### config.mk
export PLATFORM = sky130hd
export DESIGN_NAME = cfar2d_mul
export DESIGN_NICKNAME = d
export VERILOG_FILES = /design/src/rtl/cfar2d_pkg.sv /design/src/rtl/cfar2d_mul.sv
export SDC_FILE = /design/constraint.sdc
export NUM_CORES = 2
export LEC_CHECK = 0
export ABC_AREA = 1
export CAP_MARGIN = 5
export CORE_MARGIN = 3
export CORE_UTILIZATION = 55
export CTS_BUF_LIST = sky130_fd_sc_hd__clkbuf_16
export CTS_CLUSTER_DIAMETER = 40
export CTS_CLUSTER_SIZE = 14
export DETAILED_ROUTE_END_ITERATION = 7
export DONT_BUFFER_PORTS = 1
export PLACE_DENSITY = 0.74
export SLEW_MARGIN = 20
export SYNTH_ARGS = -nofsm -noshare
export SYNTH_HDL_FRONTEND = slang
export SYNTH_SLANG_ARGS = --single-unit
### constraint.sdc
create_clock -name i_clk -period 19.9 [get_ports i_clk]
set_clock_uncertainty 0.15 [all_clocks]
set_input_delay 1.99 -clock i_clk [delete_from_list [all_inputs] [get_ports i_clk]]
set_output_delay 1.99 -clock i_clk [all_outputs]
set_load 0.005 [all_outputs]
### src/rtl/cfar2d_pkg.sv
// ----------------------------------------------------------------------------
// cfar2d_pkg
// Shared widths, codes and helpers for the 2-D cell-averaging CFAR detector.
// ----------------------------------------------------------------------------
`default_nettype none

package cfar2d_pkg;

    localparam int SAMPLE_W = 24;
    localparam int SUM_W    = 40;
    localparam int ROWSUM_W = 32;
    localparam int THR_W    = 48;
    localparam int ACC_W    = 44;
    localparam int SCALE_W  = 24;
    localparam int ROW_IN_W = 7;
    localparam int COL_IN_W = 8;
    localparam int CW       = 13;
    localparam int PADDR_W  = 5;
    localparam int PDATA_W  = 32;

    typedef logic signed [CW-1:0] t_coord;

    typedef enum logic {
        FUNC_LOAD  = 1'b0,
        FUNC_QUERY = 1'b1
    } t_func;

    localparam logic [2:0] REG_MAP_ROWS    = 3'd0;
    localparam logic [2:0] REG_MAP_COLS    = 3'd1;
    localparam logic [2:0] REG_GUARD_CELLS = 3'd2;
    localparam logic [2:0] REG_TRAIN_CELLS = 3'd3;
    localparam logic [2:0] REG_SCALE_Q16   = 3'd4;

    function automatic t_coord clamp_coord(input t_coord v, input t_coord hi);
        t_coord res;
        res = v;
        if (v < 0) begin
            res = '0;
        end else if (v > hi) begin
            res = hi;
        end
        return res;
    endfunction

endpackage

`default_nettype wire

### src/rtl/cfar2d_mul.sv
// ----------------------------------------------------------------------------
// cfar2d_mul
// Threshold unit: training sum times scale in two half-width products,
// then the fractional shift and saturation to the threshold width.
// ----------------------------------------------------------------------------
`default_nettype none

module cfar2d_mul #(
    parameter int FRAC_BITS = 16
) (
    input  wire logic                            i_clk,
    input  wire logic                            i_rst_n,
    input  wire logic                            i_start,
    input  wire logic [cfar2d_pkg::ACC_W-1:0]    i_train,
    input  wire logic [cfar2d_pkg::SCALE_W-1:0]  i_scale,
    output logic                                 o_done,
    output logic      [cfar2d_pkg::THR_W-1:0]    o_thr
);

    import cfar2d_pkg::*;

    localparam int HALF = ACC_W / 2;
    localparam int PP_W = HALF + SCALE_W;
    localparam int FULL_W = ACC_W + SCALE_W;

    typedef enum logic [1:0] {
        S_IDLE,
        S_LO,
        S_HI,
        S_SUM
    } t_state;

    t_state              r_state;
    logic [ACC_W-1:0]    r_train;
    logic [SCALE_W-1:0]  r_scale;
    logic [PP_W-1:0]     r_lo;
    logic [PP_W-1:0]     r_hi;
    logic [FULL_W-1:0]   w_full;
    logic [FULL_W-1:0]   w_shift;

    assign w_full  = {r_hi, {HALF{1'b0}}} + FULL_W'(r_lo);
    assign w_shift = w_full >> FRAC_BITS;

    always_ff @(posedge i_clk) begin
        if (!i_rst_n) begin
            r_state <= S_IDLE;
            o_done  <= 1'b0;
        end else begin
            unique case (r_state)
                S_IDLE: begin
                    if (i_start) begin
                        r_train <= i_train;
                        r_scale <= i_scale;
                        o_done  <= 1'b0;
                        r_state <= S_LO;
                    end
                end
                S_LO: begin
                    r_lo    <= r_train[HALF-1:0] * r_scale;
                    r_state <= S_HI;
                end
                S_HI: begin
                    r_hi    <= r_train[ACC_W-1:HALF] * r_scale;
                    r_state <= S_SUM;
                end
                S_SUM: begin
                    if (|w_shift[FULL_W-1:THR_W]) begin
                        o_thr <= '1;
                    end else begin
                        o_thr <= w_shift[THR_W-1:0];
                    end
                    o_done  <= 1'b1;
                    r_state <= S_IDLE;
                end
                default: r_state <= S_IDLE;
            endcase
        end
    end

endmodule

`default_nettype wire

Word level (Yosys, flattened, before mapping)
Index checks and enable logic that the tools add are counted.
{ "op_classes": {"eq_ne": 4, "muxes": 4, "multipliers": 2, "addsub": 1, "shift": 0, "bitwise_logic": 0, "n_lt_le_gt_ge": 0, "n_reduce_logical": 8, "div_mod_pow": 0} }
{ "ops": {"columns": ["operator", "count"], "rows": [
  ["multiplier 22 x 24 -> 46 bit", 2],
  ["adder 68 x 46 -> 68 bit", 1],
  ["one-hot mux 2 bit (4 select lines)", 1],
  ["AND reduction 2 bit", 4],
  ["equality test 2 bit (second input constant)", 2],
  ["OR reduction 4 bit", 1],
  ["AND reduction 3 bit", 1],
  ["equality test 2 x 1 -> 1 bit (second input constant)", 1],
  ["logical NOT 2 bit", 1],
  ["2-to-1 mux 2 bit", 1],
  ["!= test 2 bit (second input constant)", 1],
  ["one-hot mux 1 bit (2 select lines)", 1],
  ["nonzero test 2 bit", 1],
  ["2-to-1 mux 1 bit", 1]
]} }
{ "totals": {"mem_bits_rw": 0, "out_inout_bits": 49, "romBits": 0, "latchBits": 0, "regBits": 211, "in_bits": 71, "mem_count": 0, "wordCells": 26} }

Logic depth before layout (Yosys ltp)
{ "depth": {"ltp_word": 3, "depth_mapped": 28, "mapped_depth_nobuf": 26} }

Worst setup path after synthesis
OpenSTA, ideal clock, no wires.
{ "synth_path": {"kind": "flip-flop to flip-flop", "start": "reg r_scale[18]", "end": "reg r_hi[45] (data pin)", "t_required_ps": 19497, "t_arrival_ps": 5827, "path_stages_with_launch": 26, "setup_slack_ps": 13670, "synth_period_minus_slack_ps": 6230, "setup_ps": 253, "path_buffers": 2, "cell_sequence": "edfxtp_1 -> clkbuf_1 -> clkbuf_1 -> nand2_1 -> fa_1 -> inv_1 -> fa_1 -> inv_1 -> fa_1 -> inv_1 -> fa_1 -> fa_1 -> fa_1 -> inv_1 -> fa_1 -> inv_1 -> ha_1 -> nand2_1 -> nor2_1 -> inv_1 -> nor3_1 -> inv_1 -> nor3_1 -> nand3_1 -> nand4_1 -> nand2_1"} }
{ "synth_between": {"elab_chain_cells": 1} }
{ "synth_lines": {"columns": ["item", "line_no", "text"], "rows": [
  ["start, declared", "cfar2d_mul.sv:35", "logic [SCALE_W-1:0] r_scale;"],
  ["start signal, assigned", "cfar2d_mul.sv:53", "r_scale <= i_scale;"],
  ["multiplier 22 x 24 -> 46 bit", "cfar2d_mul.sv:63", "r_hi <= r_train[ACC_W-1:HALF] * r_scale;"],
  ["end signal, assigned", "cfar2d_mul.sv:63", null],
  ["end, declared", "cfar2d_mul.sv:37", "logic [PP_W-1:0] r_hi;"]
]} }
Every way passes these cells.
A chain may end at the register's enable or synchronous reset.

Worst setup path in the final report
{ "layout_path": {"start": "reg r_train[29]", "end": "reg r_hi[40] (data pin)"} }
{ "layout_between": {"elab_chain_cells": 1} }
{ "layout_lines": {"columns": ["item", "line_no", "text"], "rows": [
  ["start, declared", "cfar2d_mul.sv:34", "logic [ACC_W-1:0] r_train;"],
  ["start signal, assigned", "cfar2d_mul.sv:52", "r_train <= i_train;"],
  ["multiplier 22 x 24 -> 46 bit", "cfar2d_mul.sv:63", null]
]} }
Every way passes these cells.

==> reports/qor.yml <==
outcome:
  status: "finished clean"
worst_setup_path:
  regToRegSetupSlack_ns: 12.65
  worstSetupPathType: "register to register"
  cpPeakStageDelay_ns: 1.11
  crit_end: "r_hi[40]"
  crit_top_cell: "fa_1"
  crit_chain: "nand2_1 -> fa_1 -> inv_1 -> fa_1 -> inv_1 -> fa_1 -> inv_1 -> fa_1 -> fa_1 -> fa_1 -> inv_1 -> fa_1 -> inv_1 -> ha_1 -> a21oi_1 -> o21ai_0 -> a21boi_0 -> nor2_1 -> nor3_1 -> nand2_1 -> nand2_1 -> nand2_1"
  r2r-start: "r_train[29]"
  start_kind: "register"
  cp_slowest_cell: "edfxtp_1"
  cp.arrival_ns: 7.37
  cp_max_fo: 24
  worst_setup_path_end_kind: "register"
  reg2reg_depth: 22
  startpoint: "r_train[29]"
  required_ns: 20.02
  r2r_end: "r_hi[40]"
sta:
  worst-slew-pin-transition_ns: 1.27
  final.min_clock_period_ns: 7.25
  hold_slack_ns: 0.379
  setup_violations: 0
  max_clock_freq_mhz: 138
  rsz0062_at_grt: "no"
  maxSlewViolCount: 0
  slew_headroom_pct: 15.1
  fin_crit_sh_pct: 36.4
  tns_ns: 0
  finalHoldViolations: 0
die:
  die_height_um: 291
  dieArea_mm2: 0.0847
  core_area_mm2: 0.0798
  dieWidth_um: 291
  start_util_pct: 56.0
  io_pins: 120
  row_count: 103
logic_synthesis:
  ys_seq_area_share_pct: 13.0
  synth_cell_types: 37
  synthCells: 5583
  synth.yosys.warnings: 0
  syn_nets: 6875
  syn_area_per_cell_um2: 8.00
  syn-cell-area_mm2: 0.0447
  synth_seq_cells: 195
route:
  num_vias: 34900
  drt.antenna.violating_nets: 0
  detail_route.first_pass.iterations: 8
  wl_per_cell_um: 18.8
  route.detailed.drc: 0
  drt_iter0_markers: 2963
  routed_via_density: 5.36
  finalWirelength_mm: 122
layout:
  fill_cells: 7108
  final_cell_mix: "nand2_1, inv_1, fa_1"
  fin_nets: 6727
  final_cells: 6499
  layout_commonest_cell: "nand2_1"
  drive_gt1_share_pct: 2.42
  area_delta_synth_final_pct: 3.26
clock_tree:
  clk_pin_slew_worst_paths_ns: 0.09
  cts_inserted_buffers: 17
  cts_buffer_depth: 2
  cts_tree: "yes"
  cts_resized: 0
  clk_latency_ns: 0.52
  cts_hold_buf: 0
  root_buffer: "clkbuf_16"
  htree_levels: 4
  postCtsSetupBuffers: 0
  cts_num_sinks: 195
hold_path:
  hp-class: "register to register"
  min_from: "r_lo[16]"
global_route:
  overflow: 0
  grt_pass1_wl_mm: 198
  grt_pass1_vias: 37000
  grtUsageTotal_pct: 29.9
  grt_max_degree: 49
  antenna_found_initial: 1
placement:
  gp_congestion: 0.939
  dp_cells: 6462
  portBuffers: 0
  dp_hpwl_mm: 93.6
flow_run:
  cap_viol_max_count: 0
-- state kept, by name, summed over array words and instances (netlist names) --
register  cells
r_scale      24
o_done        1
r_state       2
r_lo         30
r_train      44
r_hi         46
o_thr        48
-- how the worst min path moves through the flow --
stage / end / slack (ns) / cells after the start
2_1_floorplan: o_done / 0.33 / 2
3_3_place_gp: o_done / 0.35 / 2
3_5_place_dp: o_thr[1] / 0.36 / 2
4_1_cts: r_state[1] / 0.38 / 2
5_1_grt: r_state[1] / 0.41 / 2
6_report: o_thr[0] / 0.38 / 2
-- kinds of logic (layout without fill, tap and decap cells) --
kind of cell	after synthesis	in the layout	share of synthesized area, %
simple gates	2053	2053	18.4
buf+inv	1799	1664	15.2
fa+ha+maj	1221	1221	48.9
compound gates	238	238	2.91
flops	195	195	13.0
xor+xnor	77	77	1.51
other cells	0	1	0
-- synth_stat cells (all sizes together) --
cell	instances	area, um2
a31oi	5	31.3
a21oi	128	641
a21o	18	135
o211ai	1	7.51
o21ai	63	315
nor4	6	37.5
xnor2	35	307
dfxtp	3	60.1
xor2	42	368
nand4	29	181
a21boi	6	45.0
nand2	1600	6010
and2	3	18.8
nand3b	5	37.5
o31ai	2	15.0
buf	10	95.1
a211oi	1	7.51
o21bai	7	52.6
ha	347	4340
nor2	213	835
o21a	7	52.6
inv	1581	5930
nor3	38	205
clkbuf	208	781
edfxtp	192	5770
nor3b	3	22.5
fa	874	17500
and3	2	12.5
nand3	154	876
-- routing by layer --
layer | share of wire (%) | GRT usage [%]
met5 | 0 | 0
met4 | 3.1 | 8.66
met3 | 11 | 7.09
met2 | 44 | 46.1
met1 | 42 | 42.3
-- final cells by class --
type	count	area (um2)	area share, %
timing repair buffer	51	413	0.895
sequential	195	5830	12.6
clock inverter	15	166	0.361
multi-input combinational	3589	32100	69.5
clock buffer	17	425	0.922
inverter	1581	5930	12.9
tap	1050	1310	2.85
antenna	1	2.50	0.00542
-- worst max-delay path, delay by kind of cell, from the launching register on --
kind	cells	cell delay (ns)
adders and majority gates	8	4.04
AOI/OAI and AO/OA	3	0.73
buffers and inverters	5	0.29
and+or+nand+nor	6	0.69
DFF	1	1.11
-- metrics by stage --
step / util, % / cell area [um2] / setup WS [ns]
final: 57.8 / 46100 / 12.65
after global placement: 57.0 / 45500 / 12.78
after detailed placement: 57.0 / 45500 / 12.72
after CTS: 57.8 / 46100 / 12.72
after global routing: 57.8 / 46100 / 12.26
after floorplan: - / 44700 / 13.67
Power is not shown: default switching activity piles up to over one toggle a cycle in this logic, so the estimate is an artifact.
